## src/design/assert_macros.svh

```systemverilog
// assertion macros shared by the design files
`ifndef ASSERT_MACROS_SVH
`define ASSERT_MACROS_SVH

`ifndef NO_ASSERTIONS

`define ASV_ASSERT(lbl, prop, clk, rst_n) \
  lbl: assert property (@(posedge clk) disable iff (!rst_n) (prop)) \
    else $error("assertion failed");

`define ASV_ASSERT_IMPL(lbl, ante, cons, clk, rst_n) \
  lbl: assert property (@(posedge clk) disable iff (!rst_n) (ante) |=> (cons)) \
    else $error("assertion failed");

`else

`define ASV_ASSERT(lbl, prop, clk, rst_n)

`define ASV_ASSERT_IMPL(lbl, ante, cons, clk, rst_n)

`endif

`endif

```

## src/design/asv_pkg.sv

```systemverilog
// types and codes of the adjacency stream validator
`default_nettype none

package asv_pkg;

  typedef enum logic [2:0] {
    PH_COUNT  = 3'd0,
    PH_DATA   = 3'd1,
    PH_DEGREE = 3'd2,
    PH_EDGES  = 3'd3,
    PH_DONE   = 3'd4
  } asv_phase_e;

  typedef enum logic [2:0] {
    ROLE_COUNT   = 3'd0,
    ROLE_DATA    = 3'd1,
    ROLE_DEGREE  = 3'd2,
    ROLE_EDGE    = 3'd3,
    ROLE_IGNORED = 3'd4,
    ROLE_END     = 3'd5
  } asv_role_e;

  typedef enum logic [3:0] {
    ST_OK           = 4'd0,
    ST_EMPTY        = 4'd1,
    ST_BAD_COUNT    = 4'd2,
    ST_TRUNC_DATA   = 4'd3,
    ST_TRUNC_DEGREE = 4'd4,
    ST_NEG_DEGREE   = 4'd5,
    ST_TRUNC_EDGES  = 4'd6,
    ST_BAD_EDGE     = 4'd7,
    ST_TRAILING     = 4'd8
  } asv_status_e;

  localparam int unsigned NodeBits  = 31;
  localparam int unsigned ValueBits = 32;

  typedef struct packed {
    asv_role_e             role;
    logic [NodeBits-1:0]   node_index;
    logic [ValueBits-1:0]  value;
    asv_status_e           status;
  } asv_rec_t;

endpackage

`default_nettype wire

```

## src/design/asv_word_if.sv

```systemverilog
// input channel carrying stream words and the end marker
`default_nettype none

interface asv_word_if #(
  parameter int unsigned WORD_BITS = 32
);
  logic                        valid;
  logic                        ready;
  logic signed [WORD_BITS-1:0] word;
  logic                        is_end;

  modport source (output valid, output word, output is_end, input ready);
  modport sink   (input valid, input word, input is_end, output ready);
endinterface

`default_nettype wire

```

## src/design/asv_rec_if.sv

```systemverilog
// output channel carrying tagged records
`default_nettype none

interface asv_rec_if;
  logic                                valid;
  logic                                ready;
  asv_pkg::asv_role_e                  role;
  logic [asv_pkg::NodeBits-1:0]        node_index;
  logic signed [asv_pkg::ValueBits-1:0] value;
  asv_pkg::asv_status_e                status;

  modport source (output valid, output role, output node_index, output value,
                  output status, input ready);
  modport sink   (input valid, input role, input node_index, input value,
                  input status, output ready);
endinterface

`default_nettype wire

```

## src/design/asv_in_stage.sv

```systemverilog
// input register stage for stream words
`default_nettype none

module asv_in_stage #(
  parameter int unsigned WORD_BITS = 32
) (
  input  wire logic                        clk_i,
  input  wire logic                        rst_ni,
  asv_word_if.sink                         word_i,
  output logic                             valid_o,
  input  wire logic                        ready_i,
  output logic signed [WORD_BITS-1:0]      word_o,
  output logic                             is_end_o
);

  logic                        valid_q;
  logic signed [WORD_BITS-1:0] word_q;
  logic                        is_end_q;
  logic                        load;

  assign word_i.ready = !valid_q || ready_i;
  assign load         = word_i.valid && word_i.ready;

  always_ff @(posedge clk_i or negedge rst_ni) begin
    if (!rst_ni) begin
      valid_q <= 1'b0;
    end else if (word_i.ready) begin
      valid_q <= word_i.valid;
    end
  end

  always_ff @(posedge clk_i) begin
    if (load) begin
      word_q   <= word_i.word;
      is_end_q <= word_i.is_end;
    end
  end

  assign valid_o  = valid_q;
  assign word_o   = word_q;
  assign is_end_o = is_end_q;

endmodule

`default_nettype wire

```

## src/design/asv_parser.sv

```systemverilog
// parse state and record classification
`default_nettype none

`include "assert_macros.svh"

module asv_parser #(
  parameter int unsigned WORD_BITS = 32
) (
  input  wire logic                        clk_i,
  input  wire logic                        rst_ni,
  input  wire logic                        fire_i,
  input  wire logic signed [WORD_BITS-1:0] word_i,
  input  wire logic                        is_end_i,
  output asv_pkg::asv_rec_t                rec_o
);

  localparam int unsigned CntBits = WORD_BITS - 1;

  asv_pkg::asv_phase_e  phase_q, phase_d;
  logic [CntBits-1:0]   total_q, total_d;
  logic [CntBits-1:0]   node_q, node_d;
  logic [CntBits-1:0]   left_q, left_d;
  asv_pkg::asv_status_e serr_q, serr_d;
  logic                 bad_edge_q, bad_edge_d;
  logic                 trail_q, trail_d;

  logic                 neg;
  logic [CntBits-1:0]   mag;
  logic signed [63:0]   w_ext;
  logic [63:0]          node_ext;
  logic [CntBits-1:0]   node_inc;
  logic                 last_node;

  assign neg       = word_i[WORD_BITS-1];
  assign mag       = word_i[CntBits-1:0];
  assign w_ext     = 64'(word_i);
  assign node_ext  = 64'(node_q);
  assign node_inc  = node_q + CntBits'(1);
  assign last_node = (node_inc == total_q);

  always_comb begin
    phase_d    = phase_q;
    total_d    = total_q;
    node_d     = node_q;
    left_d     = left_q;
    serr_d     = serr_q;
    bad_edge_d = bad_edge_q;
    trail_d    = trail_q;

    rec_o.role       = asv_pkg::ROLE_IGNORED;
    rec_o.node_index = '0;
    rec_o.value      = w_ext[asv_pkg::ValueBits-1:0];
    rec_o.status     = asv_pkg::ST_OK;

    if (is_end_i) begin
      rec_o.role  = asv_pkg::ROLE_END;
      rec_o.value = '0;
      if (serr_q != asv_pkg::ST_OK) begin
        rec_o.status = serr_q;
      end else begin
        case (phase_q)
          asv_pkg::PH_COUNT:  rec_o.status = asv_pkg::ST_EMPTY;
          asv_pkg::PH_DATA:   rec_o.status = asv_pkg::ST_TRUNC_DATA;
          asv_pkg::PH_DEGREE: rec_o.status = asv_pkg::ST_TRUNC_DEGREE;
          asv_pkg::PH_EDGES:  rec_o.status = asv_pkg::ST_TRUNC_EDGES;
          default: begin
            if (bad_edge_q) begin
              rec_o.status = asv_pkg::ST_BAD_EDGE;
            end else if (trail_q) begin
              rec_o.status = asv_pkg::ST_TRAILING;
            end else begin
              rec_o.status = asv_pkg::ST_OK;
            end
          end
        endcase
      end
      phase_d    = asv_pkg::PH_COUNT;
      total_d    = '0;
      node_d     = '0;
      left_d     = '0;
      serr_d     = asv_pkg::ST_OK;
      bad_edge_d = 1'b0;
      trail_d    = 1'b0;
    end else if (serr_q != asv_pkg::ST_OK) begin
      rec_o.role = asv_pkg::ROLE_IGNORED;
    end else begin
      case (phase_q)
        asv_pkg::PH_COUNT: begin
          rec_o.role = asv_pkg::ROLE_COUNT;
          if (neg) begin
            serr_d = asv_pkg::ST_BAD_COUNT;
          end else begin
            total_d = mag;
            node_d  = '0;
            phase_d = (mag == '0) ? asv_pkg::PH_DONE : asv_pkg::PH_DATA;
          end
        end
        asv_pkg::PH_DATA: begin
          rec_o.role       = asv_pkg::ROLE_DATA;
          rec_o.node_index = node_ext[asv_pkg::NodeBits-1:0];
          phase_d          = asv_pkg::PH_DEGREE;
        end
        asv_pkg::PH_DEGREE: begin
          rec_o.role       = asv_pkg::ROLE_DEGREE;
          rec_o.node_index = node_ext[asv_pkg::NodeBits-1:0];
          if (neg) begin
            serr_d = asv_pkg::ST_NEG_DEGREE;
          end else if (mag == '0) begin
            node_d  = node_inc;
            phase_d = last_node ? asv_pkg::PH_DONE : asv_pkg::PH_DATA;
          end else begin
            left_d  = mag;
            phase_d = asv_pkg::PH_EDGES;
          end
        end
        asv_pkg::PH_EDGES: begin
          rec_o.role       = asv_pkg::ROLE_EDGE;
          rec_o.node_index = node_ext[asv_pkg::NodeBits-1:0];
          if (neg || (mag >= total_q)) begin
            bad_edge_d = 1'b1;
          end
          left_d = left_q - CntBits'(1);
          if (left_q == CntBits'(1)) begin
            node_d  = node_inc;
            phase_d = last_node ? asv_pkg::PH_DONE : asv_pkg::PH_DATA;
          end
        end
        default: begin
          rec_o.role = asv_pkg::ROLE_IGNORED;
          trail_d    = 1'b1;
        end
      endcase
    end
  end

  always_ff @(posedge clk_i or negedge rst_ni) begin
    if (!rst_ni) begin
      phase_q    <= asv_pkg::PH_COUNT;
      total_q    <= '0;
      node_q     <= '0;
      left_q     <= '0;
      serr_q     <= asv_pkg::ST_OK;
      bad_edge_q <= 1'b0;
      trail_q    <= 1'b0;
    end else if (fire_i) begin
      phase_q    <= phase_d;
      total_q    <= total_d;
      node_q     <= node_d;
      left_q     <= left_d;
      serr_q     <= serr_d;
      bad_edge_q <= bad_edge_d;
      trail_q    <= trail_d;
    end
  end

  `ASV_ASSERT_IMPL(a_end_clears, fire_i && is_end_i, phase_q == asv_pkg::PH_COUNT && serr_q == asv_pkg::ST_OK && !bad_edge_q && !trail_q, clk_i, rst_ni)
  `ASV_ASSERT(a_node_in_range, (phase_q == asv_pkg::PH_COUNT) || (phase_q == asv_pkg::PH_DONE) || (node_q < total_q), clk_i, rst_ni)
  `ASV_ASSERT(a_edges_pending, (phase_q != asv_pkg::PH_EDGES) || (left_q != '0), clk_i, rst_ni)

endmodule

`default_nettype wire

```

## src/design/asv_out_stage.sv

```systemverilog
// result register driving the record channel
`default_nettype none

`include "assert_macros.svh"

module asv_out_stage (
  input  wire logic              clk_i,
  input  wire logic              rst_ni,
  input  wire logic              valid_i,
  output logic                   ready_o,
  input  wire asv_pkg::asv_rec_t rec_i,
  asv_rec_if.source              rec_o
);

  logic              valid_q;
  asv_pkg::asv_rec_t rec_q;

  assign ready_o = !valid_q || rec_o.ready;

  always_ff @(posedge clk_i or negedge rst_ni) begin
    if (!rst_ni) begin
      valid_q <= 1'b0;
    end else if (ready_o) begin
      valid_q <= valid_i;
    end
  end

  always_ff @(posedge clk_i) begin
    if (ready_o && valid_i) begin
      rec_q <= rec_i;
    end
  end

  assign rec_o.valid      = valid_q;
  assign rec_o.role       = rec_q.role;
  assign rec_o.node_index = rec_q.node_index;
  assign rec_o.value      = rec_q.value;
  assign rec_o.status     = rec_q.status;

  `ASV_ASSERT(a_end_record_clean, !valid_q || (rec_q.role != asv_pkg::ROLE_END) || (rec_q.node_index == '0 && rec_q.value == '0), clk_i, rst_ni)
  `ASV_ASSERT(a_status_only_at_end, !valid_q || (rec_q.role == asv_pkg::ROLE_END) || (rec_q.status == asv_pkg::ST_OK), clk_i, rst_ni)

endmodule

`default_nettype wire

```

## src/design/adjacency_stream_validator.sv

```systemverilog
// top level of the adjacency stream validator
`default_nettype none

// Takes one stream word or end marker per cycle while the record channel is not stalled,
// and returns one tagged record per item through the input register and the result register.
// The parse state (phase, node and edge counters, latched errors) updates once per item with
// a single decrement and compare, and a stalled record channel holds the input side back
// only once both registers are full. No clearing pass is needed after reset; an end marker
// returns the parse state to its reset values for the next stream.
module adjacency_stream_validator #(
  parameter int unsigned WORD_BITS = 32
) (
  input  wire logic  clk_i,
  input  wire logic  rst_ni,
  asv_word_if.sink   word_i,
  asv_rec_if.source  rec_o
);

  logic                        s1_valid;
  logic                        s1_ready;
  logic signed [WORD_BITS-1:0] s1_word;
  logic                        s1_is_end;
  asv_pkg::asv_rec_t           rec;

  asv_in_stage #(
    .WORD_BITS (WORD_BITS)
  ) u_in_stage (
    .clk_i    (clk_i),
    .rst_ni   (rst_ni),
    .word_i   (word_i),
    .valid_o  (s1_valid),
    .ready_i  (s1_ready),
    .word_o   (s1_word),
    .is_end_o (s1_is_end)
  );

  asv_parser #(
    .WORD_BITS (WORD_BITS)
  ) u_parser (
    .clk_i    (clk_i),
    .rst_ni   (rst_ni),
    .fire_i   (s1_valid && s1_ready),
    .word_i   (s1_word),
    .is_end_i (s1_is_end),
    .rec_o    (rec)
  );

  asv_out_stage u_out_stage (
    .clk_i   (clk_i),
    .rst_ni  (rst_ni),
    .valid_i (s1_valid),
    .ready_o (s1_ready),
    .rec_i   (rec),
    .rec_o   (rec_o)
  );

endmodule

`default_nettype wire
```

## src/flat_wrapper.sv

```systemverilog
// flat-port wrapper written by rule: the top's interface ports become plain ports
module adjacency_stream_validator_flat 
#(
  parameter int unsigned WORD_BITS = 32
)
  (clk_i, rst_ni, word_i_valid, word_i_word, word_i_is_end, word_i_ready, rec_o_valid, rec_o_role, rec_o_node_index, rec_o_value, rec_o_status, rec_o_ready);
  asv_word_if #(.WORD_BITS(WORD_BITS)) word_i_i ();
  asv_rec_if rec_o_i ();
  input  wire logic clk_i;
  input  wire logic rst_ni;
  input wire logic [$bits(word_i_i.valid)-1:0] word_i_valid;
  input wire logic [$bits(word_i_i.word)-1:0] word_i_word;
  input wire logic [$bits(word_i_i.is_end)-1:0] word_i_is_end;
  output wire logic [$bits(word_i_i.ready)-1:0] word_i_ready;
  output wire logic [$bits(rec_o_i.valid)-1:0] rec_o_valid;
  output wire logic [$bits(rec_o_i.role)-1:0] rec_o_role;
  output wire logic [$bits(rec_o_i.node_index)-1:0] rec_o_node_index;
  output wire logic [$bits(rec_o_i.value)-1:0] rec_o_value;
  output wire logic [$bits(rec_o_i.status)-1:0] rec_o_status;
  input wire logic [$bits(rec_o_i.ready)-1:0] rec_o_ready;
  assign word_i_i.valid = word_i_valid;
  assign word_i_i.word = word_i_word;
  assign word_i_i.is_end = word_i_is_end;
  assign word_i_ready = word_i_i.ready;
  assign rec_o_valid = rec_o_i.valid;
  assign rec_o_role = rec_o_i.role;
  assign rec_o_node_index = rec_o_i.node_index;
  assign rec_o_value = rec_o_i.value;
  assign rec_o_status = rec_o_i.status;
  assign rec_o_i.ready = rec_o_ready;
  adjacency_stream_validator #(.WORD_BITS(WORD_BITS)) u_core (.clk_i(clk_i), .rst_ni(rst_ni), .word_i(word_i_i), .rec_o(rec_o_i));
endmodule
```

## config.mk

```make
export PLATFORM = sky130hd
export DESIGN_NAME = adjacency_stream_validator_flat
export DESIGN_NICKNAME = d
export VERILOG_FILES = /design/src/design/asv_pkg.sv /design/src/design/asv_word_if.sv /design/src/design/asv_rec_if.sv /design/src/design/asv_in_stage.sv /design/src/design/asv_parser.sv /design/src/design/asv_out_stage.sv /design/src/design/adjacency_stream_validator.sv /design/src/flat_wrapper.sv
export VERILOG_INCLUDE_DIRS = /design/src /design/src/design
export SDC_FILE = /design/constraint.sdc
export NUM_CORES = 1
export LEC_CHECK = 0
export ABC_AREA = 0
export BUFFER_PORTS_ARGS = -buffer_cell sky130_fd_sc_hd__buf_2
export CAP_MARGIN = 20
export CORE_MARGIN = 2
export CORE_UTILIZATION = 54
export DETAILED_ROUTE_END_ITERATION = 16
export GPL_TIMING_DRIVEN = 0
export HOLD_SLACK_MARGIN = 0.15
export PLACE_DENSITY_LB_ADDON = 0.08
export SYNTH_ARGS = -nofsm -noshare
export SYNTH_HDL_FRONTEND = slang
export SYNTH_SLANG_ARGS = --single-unit
export TNS_END_PERCENT = 100
```

## constraint.sdc

```tcl
create_clock -name clk_i -period 4.77 [get_ports clk_i]
set_input_delay 0.954 -clock clk_i [delete_from_list [all_inputs] [get_ports clk_i]]
set_output_delay 0.954 -clock clk_i [all_outputs]
set_load 0.05 [all_outputs]
```

After elaboration in Yosys (flattened, before gate mapping) --
Index checks and enable logic that the tools add are counted.
Storage, ports and cells: bits in registers 207
Operators by class: add/sub/neg operators 2, order comparisons 1, equal/unequal tests 15, multiplexer cells 43, bitwise gates (word level) 1, reduce and logical (&&, ||, !) cells 28
Operator list (number):
- $mux 31 | 14
- $pmux 31 s3 | 1
- $pmux 31 s2 | 1
- $add 31x1->31 const B | 1
- $eq 31x1->1 const B | 1
- $eq 31x31->1 | 1
- $ge 31x31->1 | 1
- $logic_not 31->1 | 1
- $sub 31x1->31 const B | 1
- $mux 4 | 7
- $mux 3 | 8
- $pmux 3 s4 | 2
- $pmux 4 s4 | 1
- $ne 3x2->1 const B | 5
- $reduce_and 5->1 | 2
- $mux 1 | 8
- $pmux 4 s2 | 1
- $reduce_and 4->1 | 2
- $reduce_bool 4->1 | 2
- $reduce_and 7->1 | 1
- $eq 3x2->1 const B | 2
- $ne 2x1->1 const B | 3
- $ne 3x1->1 const B | 2
- $reduce_and 6->1 | 1
- 13 further kinds | 21

Longest topological paths before layout --
Gate-level depths: netlist (run 1).
depth in word-level cells 8, gate-level depth with buffers 11, depth with buffers taken out 10

Hierarchy --
A second synthesis (run 1) with hierarchy kept.
Second synthesis, totals: cell total of the unflattened synthesis 1062, area total of the unflattened synthesis 10886.7 um^2
By module, submodules not included:
- asv_parser | times used 1, cells each 950, area an instance 7679.9 um^2, seq. area each 2502.4 um^2
- asv_out_stage | times used 1, cells each 74, area an instance 2155.8 um^2, seq. area each 2127.0 um^2
- asv_in_stage | times used 1, cells each 37, area an instance 1044.8 um^2, seq. area each 1016.0 um^2
- adjacency_stream_validator | times used 1, cells each 1, area an instance 6.3 um^2, seq. area each 0.0 um^2

Worst setup path before layout (run 1) --
Ideal clock, no wire load.
path kind in2reg, start point in rec_o_ready, end point reg u_core.u_parser.left_q[20], setup time 0.083 ns, arrival 4.974 ns, data required time 4.687 ns, path slack -0.287 ns, cell stages on the path 11, path buffers 3, cells stage by stage nand2b_1 > and2_1 > clkbuf_1 > nand2_1 > a211o_1 > or2_2 > clkbuf_1 > buf_1 > nor2_1 > o21ai_0 > o21ai_0
Between the ends: word-level cells in the longest chain between the ends 3
RTL lines:
- start, declared | line flat_wrapper.sv:20 | input wire logic [$bits(rec_o_i.ready)-1:0] rec_o_ready;
- $logic_or 1x1->1 | line asv_out_stage.sv:18 | assign ready_o = !valid_q || rec_o.ready;
- $logic_and 1x1->1 | line adjacency_stream_validator.sv:42 | .fire_i (s1_valid && s1_ready),
- net u_core.u_parser.fire_i | line asv_parser.sv:11 | input wire logic fire_i,
- $reduce_and 5->1 (no source line)
- end signal, assigned | line asv_parser.sv:149 | left_q <= left_d;
- end, declared | line asv_parser.sv:22 | logic [CntBits-1:0] left_q, left_d;
The timed path passes the listed nets, and every way through them passes these cells. A chain may end at the register's enable or synchronous reset.

Worst setup path after layout (run 1) --
start point reg u_core.u_in_stage.word_q[26] (netlist: u_core.u_in_stage.word_o[26]), end point reg u_core.u_parser.left_q[18]
Between the ends: word-level cells in the longest chain between the ends 3
RTL lines:
- start, declared | line asv_in_stage.sv:17 | logic signed [WORD_BITS-1:0] word_q;
- start signal, assigned | line asv_in_stage.sv:34 | word_q <= word_i.word;
- $logic_not 31->1 | line asv_parser.sv:108 | end else if (mag == '0) begin
- $ne 3x2->1 (no source line)
- $reduce_and 5->1 (no source line)
Every way passes these cells.

==> flow_summary_export.csv, run 1 <==
group,metric,value,unit
run_status,status,"finished clean",
worst_setup_path,cpMostUsedCell,"o21ai_0",
global_route,grt_max_degree,58,
place,dp_hpwl,20.44,mm
timing,slew_headroom,0.3805,
timing,hold_violations,0,
layout,antenna_cells,0,
timing,fin_worst_skew,0.01533,ns
timing,slew_violations,0,
worst_setup_path,cp_slowest_cell,"nor4_1",
floorplan,die_w,146.2,um
layout,area_growth,15.08,%
clock_network,cts_num_sinks,205,
clock_network,clockBufferDepth,3,
layout,drive_above_1_share,0.1786,
timing,setup_violations,0,
detailed_routing,viasPerCell,5.896,
power_and_ir_drop,irDropWorstVdd,0.3334,mV
worst_setup_path,worstSetupStartpointType,"flip-flop",
global_route,grt_pass1_vias,8253,
detailed_routing,drtAntennaViolNets,0,
floorplan,start_util,0.5451,
logic_synthesis,syn-num-nets,1135,
timing,period_share,0.6944,
global_route,gr-total-overflow,0,
min_path,min_path_type,"flip-flop to flip-flop",
clock_network,postCtsSetupRepairBufs,0,
power_and_ir_drop,leakagePower,0.005168,uW
timing,timing.hold.ws,0.4809,ns
logic_synthesis,synth_edf_count,103,
logic_synthesis,syn-cell-area,10920,um2
logic_synthesis,ys_warn_count,0,
timing,worst_slew_pin_slew,0.9207,ns
worst_setup_path,critPathMaxStageDelay,0.57,ns
worst_setup_path,worstSetupPathType,"flip-flop to flip-flop",
floorplan,core_area,20040,um2
min_path,hold_depth,1,
logic_synthesis,synth.distinct_cells,64,
place,port-buffer-count,108,
power_and_ir_drop,p_per_area,454.0,nW/um2
worst_setup_path,path_cells,"nor4_1, nand4_1, o21ai_0, a211o_1, or2_2, clkbuf_1, buf_1, nor2_1, o21ai_0, o21ai_0",
logic_synthesis,synth_top_area_cell,"edfxtp_1",
global_route,grtUsageTotal,0.2614,
timing,fin_crit,3.312,ns
clock_network,cts_max_level,1,
clock_network,cts-hold-fix-buffers,0,
global_route,grt_pass1_wl,44.39,mm
detailed_routing,vias,8755,
timing,clock.fmax,0.3019,GHz
logic_synthesis,synth_area_leaders,"edfxtp_1, dfrtp_1, o21ai_0",
worst_setup_path,regToRegSetupSlack,1.46,ns
place,place_congestion,0.8978,
detailed_routing,routed_wl,27.81,mm
clock_network,cts_resized,0,
detailed_routing,first_pass_iters,5,
logic_synthesis,yosysTopAreaCellShare,0.2831,
worst_setup_path,path_max_fanout,10,
timing,rsz0062_at_grt,"no",
clock_network,clk_root_buffer_cell,"clkbuf_16",
detailed_routing,drc,0,
layout,final_util,0.6274,
logic_synthesis,syn_inst,1064,
worst_setup_path,r2r_cells,10,
clock_network,insertion_delay,0.51,ns
floorplan,die_h,146.2,um
logic_synthesis,seq_area_frac_synth,0.5168,
layout,nets,1270,
layout,seq_area,5645,um2
layout,fill_cells,1740,
global_route,antenna_found_initial,0,
clock_network,tritoncts,"yes",
timing,tns,0,ns
logic_synthesis,synthArstFlopShare,0.4976,
detailed_routing,wl_per_cell,18.73,um
worst_setup_path,crit_path_end_kind,"flip-flop",
layout,multi_input_area,4821,um2
clock_network,numCtsBuffers,22,
floorplan,row_count,52,
logic_synthesis,ys.flop_type,"edfxtp_1",
logic_synthesis,avgSynthCellArea,10.27,um2
floorplan,io_pins,109,
worst_setup_path,crit_required,5.13,ns
clock_network,clk_transition_reported_paths,0.06,ns
logic_synthesis,synth_seq_cells,205,
flow_run,cap_violations,0,
floorplan,dieArea,21380,um2
detailed_routing,first_iter_violations,772,
worst_setup_path,worstPathArrival,3.67,ns
-- path summary, 6_finish.rpt --
check	start	endpoint
min reg2reg	u_core.u_in_stage.valid_o$_DFFE_PN0N_	u_core.u_out_stage.rec_o.valid$_DFFE_PN0P_
min	u_core.u_in_stage.valid_o$_DFFE_PN0N_	u_core.u_out_stage.rec_o.valid$_DFFE_PN0P_
max in group asynchronous	rst_ni	u_core.u_parser.left_q[4]$_DFFE_PN0P_
max reg2reg	u_core.u_in_stage.word_o[26]$_DFFE_PP_	u_core.u_parser.left_q[18]$_DFFE_PN0P_
max	u_core.u_in_stage.word_o[26]$_DFFE_PP_	u_core.u_parser.left_q[18]$_DFFE_PN0P_
min in group asynchronous	rst_ni	u_core.u_out_stage.rec_o.valid$_DFFE_PN0P_
-- sequential cells by signal, indices dropped and copies added (netlist names), 3 cells and up --
| signal | flops |
|---|---|
| u_core.u_in_stage.word_o | 32 |
| u_core.u_out_stage.rec_o.node_index | 31 |
| u_core.u_out_stage.rec_o.role | 3 |
| u_core.u_out_stage.rec_o.status | 4 |
| u_core.u_out_stage.rec_o.value | 32 |
| u_core.u_parser.left_q | 31 |
| u_core.u_parser.node_q | 31 |
| u_core.u_parser.phase_q | 3 |
| u_core.u_parser.total_q | 31 |
-- area by class of cell --
class	count	share of cell area
multi-input combinational	750	0.3835
timing repair buffer	111	0.04916
clock buffer	26	0.04668
clock inverter	14	0.008061
inverter	42	0.01254
sequential	205	0.4490
buffer	67	0.02418
tap	270	0.02687
-- worst max-delay path: cells and delay by family (launching register included) --
kind                   cells  cell delay (ns)
and+or+nand+nor            4             1.03
buffers and inverters      2             0.93
DFF                        1             0.48
AOI/OAI and AO/OA          4             0.71
-- report_power, final --
group | internal, uW | total [uW] | switching [uW]
Sequential | 2090 | 2300 | 208
Clock | 936 | 1630 | 693
Combinational | 601 | 1780 | 1180
-- through the flow --
stage	cells	instance area, um2	setup WS (ns)	total power [uW]
after detailed placement	1445	11880	1.011	4083
after global routing	1485	12570	1.227	6015
after CTS	1485	12570	1.485	5712
after global placement	1442	11800	-0.04042	4040
after floorplan	1064	10930	0.9634	3570
final	1485	12570	1.458	5708
-- kinds of logic after synthesis --
| group | share of synthesized area |
|---|---|
| simple gates | 0.1940 |
| compound gates | 0.1442 |
| flops | 0.5168 |
| buf+inv | 0.04192 |
| mux | 0.03848 |
| fa+ha+maj | 0.03894 |
| xor+xnor | 0.02566 |
-- synthesized netlist by cell type, drive strengths merged (9+ instances only) --
cell type,n
edfxtp,103
o31ai,23
dfrtp,102
nor2b,40
nor4,35
nor2,97
clkbuf,50
a21oi,62
inv,42
xnor2,25
nand2,45
or4,9
ha,34
and2,35
nor3,28
mux2,32
o21ai,118
nand4,23
nand2b,9
nand3,21
a31oi,14
buf,17
-- layer usage --
layer / vias to the layer above / GRT usage / share of wire
met5: - / 0 / 0
met4: 0 / 0.1107 / 0.039
met3: 79 / 0.03125 / 0.055
met2: 298 / 0.4217 / 0.47
met1: 4207 / 0.3616 / 0.43
li1: 4171 / - / -
-- placed cells by master (no fill, tap or decap), drive strengths merged, types with 3 or more instances in the layout --
cell type,n
a211oi,4
a21o,8
a21oi,62
a22oi,8
a31oi,14
and2,35
and3,5
and4,6
buf,128
clkbuf,76
clkinv,12
dfrtp,102
edfxtp,103
ha,34
inv,42
mux2,32
mux2i,6
nand2,45
nand2b,9
nand3,21
nand4,23
nor2,97
nor2b,40
nor3,28
nor3b,3
nor4,35
o21a,6
o21ai,118
o31ai,23
o41ai,7
or2,7
or3,8
or4,9
xnor2,25
xor2,7
No activity file was read; power rests on OpenSTA's default activity.
==> inputs of run 2 (changes only) <==
--- a/config.mk
+++ b/config.mk
@@ -10,7 +10,7 @@
 export BUFFER_PORTS_ARGS = -buffer_cell sky130_fd_sc_hd__buf_2
 export CAP_MARGIN = 20
 export CORE_MARGIN = 2
-export CORE_UTILIZATION = 54
+export CORE_UTILIZATION = 60
 export DETAILED_ROUTE_END_ITERATION = 16
 export GPL_TIMING_DRIVEN = 0
 export HOLD_SLACK_MARGIN = 0.15
==> constraint.sdc (replaced) <==
create_clock -name clk_i -period 3.5 [get_ports clk_i]
set_input_delay 0.7 -clock clk_i [delete_from_list [all_inputs] [get_ports clk_i]]
set_output_delay 0.7 -clock clk_i [all_outputs]
set_load 0.05 [all_outputs]
==> run 2 against run 1 <==
Against the previous run: clock power rose by 56%; clock skew fell by 0.0035 ns; sequential power rose by 36%; combinational power rose by 38%; sequential share of layout area fell by 0.19 points; die area fell by 9.7%; final cell count fell by 2.8%; largest power group unchanged; largest cell class unchanged.
==> flow_summary_export.csv, run 2 (synthesis results as in run 1) <==
group,metric,value,unit
run_status,status,"finished clean",
place,dp_hpwl,20.73,mm
timing,worst_slew_pin_slew,0.9331,ns
detailed_routing,viasPerCell,6.175,
detailed_routing,drtAntennaViolNets,0,
global_route,grt_pass1_wl,45.03,mm
clock_network,numCtsBuffers,22,
detailed_routing,first_pass_iters,6,
layout,drive_above_1_share,0.1804,
layout,layout_common_cells,"buf_2, o21ai_0, edfxtp_1, dfrtp_1, nor2_1",
worst_setup_path,crit_path_end_kind,"flip-flop",
timing,setup_violations,0,
timing,tns,0,ns
power_and_ir_drop,p_clk_frac,0.313,
detailed_routing,wl_per_cell,19.71,um
worst_setup_path,worstPathArrival,3.64,ns
clock_network,cts-hold-fix-buffers,0,
floorplan,row_count,49,
timing,rsz0062_at_grt,"no",
place,port-buffer-count,108,
power_and_ir_drop,switching_share,0.3510,
clock_network,postCtsSetupRepairBufs,0,
layout,layout.cells.non_filler,1443,
worst_setup_path,path_cells,"ha_1, buf_4, nand2_1, nor4_1, and3_1, o32a_1, nand4_1, nor4_4, a31oi_1, a211oi_2",
global_route,grt_max_degree,78,
layout,nets,1269,
worst_setup_path,critPathMaxStageDelay,0.67,ns
worst_setup_path,worstSetupPathType,"flip-flop to flip-flop",
layout,fin_area,12630,um2
min_path,min_path_type,"primary input to async pin",
clock_network,insertion_delay,0.51,ns
clock_network,cts_max_level,1,
power_and_ir_drop,p_seq_frac,0.385,
worst_setup_path,path_max_fanout,9,
floorplan,start_util,0.6102,
layout,area_growth,15.58,%
worst_setup_path,worst_path_dominant_cell_family,"simple AND/OR/NAND/NOR gates",
power_and_ir_drop,combPwrFrac,0.301,
timing,fin_crit,3.212,ns
timing,fin_worst_skew,0.01179,ns
global_route,grtUsageTotal,0.2925,
global_route,grt.busiest_layer,"met2",
power_and_ir_drop,irDropWorstVdd,0.4694,mV
timing,hold_violations,0,
flow_run,cap_violations,0,
global_route,grt_use_met2,0.4791,
place,dp.cells,1403,
clock_network,cts_num_sinks,205,
floorplan,io_pins,109,
floorplan,die_w,138.9,um
global_route,grt_use_met1,0.4040,
floorplan,dieArea,19300,um2
detailed_routing,first_iter_violations,1061,
power_and_ir_drop,leakagePower,0.005207,uW
timing,period_share,0.9176,
detailed_routing,drc,0,
detailed_routing,routed_wl,28.44,mm
global_route,grt_pass1_vias,8307,
timing,slew_headroom,0.3722,
clock_network,clockBufferDepth,3,
clock_network,tritoncts,"yes",
worst_setup_path,critPathBufInv,1,
detailed_routing,vias,8910,
timing,clock.fmax,0.3114,GHz
global_route,antenna_found_initial,0,
layout,antenna_cells,0,
timing,slew_violations,0,
power_and_ir_drop,p_int,5278,uW
global_route,use_met3,0.04247,
clock_network,clk_root_buffer_cell,"clkbuf_16",
worst_setup_path,crit_required,3.92,ns
timing,timing.hold.ws,0.2286,ns
power_and_ir_drop,p_per_area,644.1,nW/um2
floorplan,die_h,138.9,um
place,place_congestion,0.9182,
worst_setup_path,worstSetupStartpointType,"flip-flop",
worst_setup_path,cp_slowest_cell,"nor4_1",
place,placed_cell_area,11810,um2
global_route,gr-total-overflow,0,
power_and_ir_drop,p_sw,2854,uW
floorplan,core_area,17900,um2
clock_network,clk_transition_reported_paths,0.06,ns
-- run 2: cell count changes in the layout (fill, tap and decap cells not counted), sizes merged --
cell / before / now
bufinv: 1 / 5
clkinv: 12 / 3
buf: 128 / 126
clkinvlp: 1 / 3
clkbuf: 76 / 80
-- run 2: worst reg2reg max path: stages, from the launching register on --
cell	delay (ns)
dfrtp_1	0.50
ha_1	0.20
buf_4	0.16
nand2_1	0.18
nor4_1	0.68
and3_1	0.27
o32a_1	0.15
nand4_1	0.16
nor4_4	0.41
a31oi_1	0.18
a211oi_2	0.25
-- run 2: power by group through the flow --
stage	logic [uW]	registers, uW	clock network, uW
2_1_floorplan	1550	3310	0
3_3_place_gp	2350	3160	0
3_5_place_dp	2400	3170	0
4_1_cts	2420	3120	2600
5_1_grt	2660	3170	2700
6_report	2450	3130	2550
-- run 2: cell type report --
class                   count  area [um2]
clock inverters            11       187.7
inverters                  42       157.7
multi-input cells         750        4821
clock buffers              29       618.1
well taps                 229       286.5
fillers                  1347        5276
repair buffers            110       598.1
flip-flops and latches    205        5645
plain buffers              67       311.5
-- run 2: stage by stage --
| stage | setup slack [ns] | total power [uW] | util |
|---|---|---|---|
| floorplan | 0.3913 | 4864 | - |
| global placement | -0.4010 | 5503 | 0.6566 |
| detailed placement | -0.5212 | 5565 | 0.6598 |
| CTS | 0.2186 | 8134 | 0.7052 |
| global route | 0.06327 | 8524 | 0.7053 |
| finish | 0.2884 | 8133 | 0.7053 |
-- run 2: final timing paths --
path | from | endpoint | slack [ns] | cells past startpoint
max | u_core.u_parser.node_q[0]$_DFFE_PN0P_ | u_core.u_parser.phase_q[2]$_DFFE_PN0P_ | 0.29 | 10
min | rst_ni | u_core.u_out_stage.rec_o.valid$_DFFE_PN0P_ | 0.23 | 1
max reg2reg | u_core.u_parser.node_q[0]$_DFFE_PN0P_ | u_core.u_parser.phase_q[2]$_DFFE_PN0P_ | 0.29 | 10
min reg2reg | u_core.u_in_stage.valid_o$_DFFE_PN0N_ | u_core.u_out_stage.rec_o.valid$_DFFE_PN0P_ | 0.49 | 1
max in group asynchronous | rst_ni | u_core.u_parser.node_q[12]$_DFFE_PN0P_ | 2.53 | 2
min in group clk_i | word_i_word[26] | u_core.u_in_stage.word_o[26]$_DFFE_PP_ | 0.36 | 1
-- run 2: repair_timing --
item                                    in CTS  in global routing
pin swaps                                    0                  0
hold endpoints to repair                     0                  0
resized for setup                            1                  1
endpoints found under the setup margin      10                  6
-- run 2: per-layer routing --
metal,vias up,wire length (um)
met2,419,13700
met4,0,957
met1,4239,11780
met3,74,1996
li1,4178,-
met5,-,0
==> inputs of run 3 (changes only) <==
--- a/config.mk
+++ b/config.mk
@@ -15,6 +15,7 @@
 export GPL_TIMING_DRIVEN = 0
 export HOLD_SLACK_MARGIN = 0.15
 export PLACE_DENSITY_LB_ADDON = 0.08
+export RECOVER_POWER = 50
 export SYNTH_ARGS = -nofsm -noshare
 export SYNTH_HDL_FRONTEND = slang
 export SYNTH_SLANG_ARGS = --single-unit
==> run 3 against run 2 <==
Against the previous run: the flow now finishes with violations (capacitance limit, slew limit); register-to-register slack barely moved; wire length rose by 0.26%; non-clock buffer count did not move; flip-flop and latch count did not move; die area did not move; combinational power barely moved; via count rose by 0.37%.
==> flow_summary_export.csv, run 3 (synthesis results as in run 1) <==
group,metric,value,unit
global_route,antenna_found_initial,0,
place,port-buffer-count,108,
floorplan,start_util,0.6102,
global_route,grt_pass1_wl,45.03,mm
worst_setup_path,crit_required,3.93,ns
floorplan,io_pins,109,
clock_network,numCtsBuffers,22,
detailed_routing,first_pass_iters,7,
run_status,status,"finished, violations left",
worst_setup_path,crit_path_end_kind,"flip-flop",
clock_network,cts-hold-fix-buffers,0,
layout,drive_above_1_share,0.1787,
worst_setup_path,path_max_fanout,9,
place,place_ws,-0.5212,ns
clock_network,cts_max_level,1,
timing,fin_crit,3.215,ns
layout,antenna_cells,0,
timing,timing.hold.ws,0.3590,ns
power_and_ir_drop,p_total,8130,uW
power_and_ir_drop,leakagePower,0.005192,uW
power_and_ir_drop,p_per_area,645.3,nW/um2
global_route,grtUsageTotal,0.2925,
detailed_routing,routed_wl,28.51,mm
timing,setup_slack,0.2850,ns
clock_network,clk_root_buffer_cell,"clkbuf_16",
worst_setup_path,critPathMaxStageDelay,0.68,ns
place,place_congestion,0.9182,
clock_network,cts_num_sinks,205,
min_path,min_path_type,"primary input to flip-flop",
timing,hold_violations,0,
detailed_routing,viasPerCell,6.198,
detailed_routing,drtAntennaViolNets,0,
place,dp.cells,1403,
layout,nets,1269,
global_route,grt_max_degree,78,
floorplan,die_h,138.9,um
worst_setup_path,path_cells,"ha_1, buf_4, nand2_1, nor4_1, and3_1, o32a_1, nand4_1, nor4_4, a31oi_1, a211oi_2",
flow_run,cap_violations,1,
clock_network,insertion_delay,0.51,ns
run_status,violations,"capacitance limit, slew limit",
timing,tns,0,ns
detailed_routing,first_iter_violations,1084,
layout,layout.cells.non_filler,1443,
floorplan,die_w,138.9,um
place,dp_hpwl,20.73,mm
layout,fill_cells,1350,
worst_setup_path,worstPathArrival,3.64,ns
timing,clock.fmax,0.3110,GHz
timing,fin_worst_skew,0.01232,ns
clock_network,clk_transition_reported_paths,0.06,ns
worst_setup_path,worstSetupStartpointType,"flip-flop",
global_route,grt_pass1_vias,8307,
floorplan,row_count,49,
power_and_ir_drop,irDropWorstVdd,0.4695,mV
timing,slew_violations,48,
clock_network,clockBufferDepth,3,
floorplan,dieArea,19300,um2
timing,rsz0062_at_grt,"no",
worst_setup_path,worstSetupPathType,"flip-flop to flip-flop",
detailed_routing,drc,0,
timing,slew_headroom,-0.9614,
detailed_routing,vias,8943,
worst_setup_path,cp_slowest_cell,"nor4_1",
clock_network,tritoncts,"yes",
timing,worst_slew_pin_slew,2.942,ns
detailed_routing,wl_per_cell,19.76,um
global_route,gr-total-overflow,0,
layout,area_growth,15.32,%
floorplan,core_area,17900,um2
layout,layout_common_cells,"buf_2, o21ai_0, edfxtp_1, dfrtp_1, nor2_1",
timing,period_share,0.9186,
timing,setup_violations,0,
run 3: layer usage:
layer  share of wire  vias to the layer above  wire length [um]  GRT usage
met2            0.49                      430             13840     0.4791
met1            0.41                     4271             11600     0.4040
li1                -                     4178                 -          -
met3           0.075                       64              2151    0.04247
met5               0                        -                 0          0
met4           0.032                        0               922     0.1021
run 3: power by group:
| group | internal, uW | switching (uW) | total (uW) |
|---|---|---|---|
| clock | 1610 | 946 | 2560 |
| sequential | 2850 | 284 | 3130 |
| combinational | 814 | 1630 | 2440 |
run 3: path summary, 6_finish.rpt:
check	from	endpoint	slack (ns)	cells after the start
min	word_i_word[26]	u_core.u_in_stage.word_o[26]$_DFFE_PP_	0.36	1
max in group asynchronous	rst_ni	u_core.u_parser.node_q[13]$_DFFE_PN0P_	0.69	1
max reg2reg	u_core.u_parser.node_q[0]$_DFFE_PN0P_	u_core.u_parser.phase_q[2]$_DFFE_PN0P_	0.29	10
min reg2reg	u_core.u_in_stage.valid_o$_DFFE_PN0N_	u_core.u_out_stage.rec_o.valid$_DFFE_PN0P_	0.49	1
max	u_core.u_parser.node_q[0]$_DFFE_PN0P_	u_core.u_parser.phase_q[2]$_DFFE_PN0P_	0.29	10
min in group asynchronous	rst_ni	u_core.u_out_stage.rec_o.valid$_DFFE_PN0P_	1.13	1
run 3: worst max-delay path: cells and delay by family (launching register included):
| family | cells | cell delay, ns |
|---|---|---|
| and+or+nand+nor | 5 | 1.70 |
| AOI/OAI and AO/OA | 3 | 0.58 |
| DFF | 1 | 0.50 |
| adders and majority gates | 1 | 0.19 |
| buffers and inverters | 1 | 0.16 |
run 3: repair_timing:
action | 4_1_cts | 5_1_grt
gates resized for setup | 1 | 1
buffers inserted | 0 | 0
gates cloned | 0 | 0
endpoints found under the hold margin | 0 | 0
endpoints found under the setup margin | 10 | 6
run 3: area by class of cell:
| class | count | area (um2) | area share |
|---|---|---|---|
| timing repair buffer | 110 | 570.5 | 0.04529 |
| inverter | 42 | 157.7 | 0.01251 |
| sequential | 205 | 5645 | 0.4481 |
| multi-input combinational | 750 | 4821 | 0.3827 |
| clock inverter | 11 | 187.7 | 0.01490 |
| clock buffer | 29 | 618.1 | 0.04906 |
| buffer | 67 | 311.5 | 0.02473 |
| tap | 229 | 286.5 | 0.02274 |
run 3: per-stage QoR:
step,instance area (um2),utilization
after global placement,11760,0.6566
after CTS,12620,0.7052
final,12600,0.7037
after global routing,12600,0.7037
after floorplan,10930,-
after detailed placement,11810,0.6598
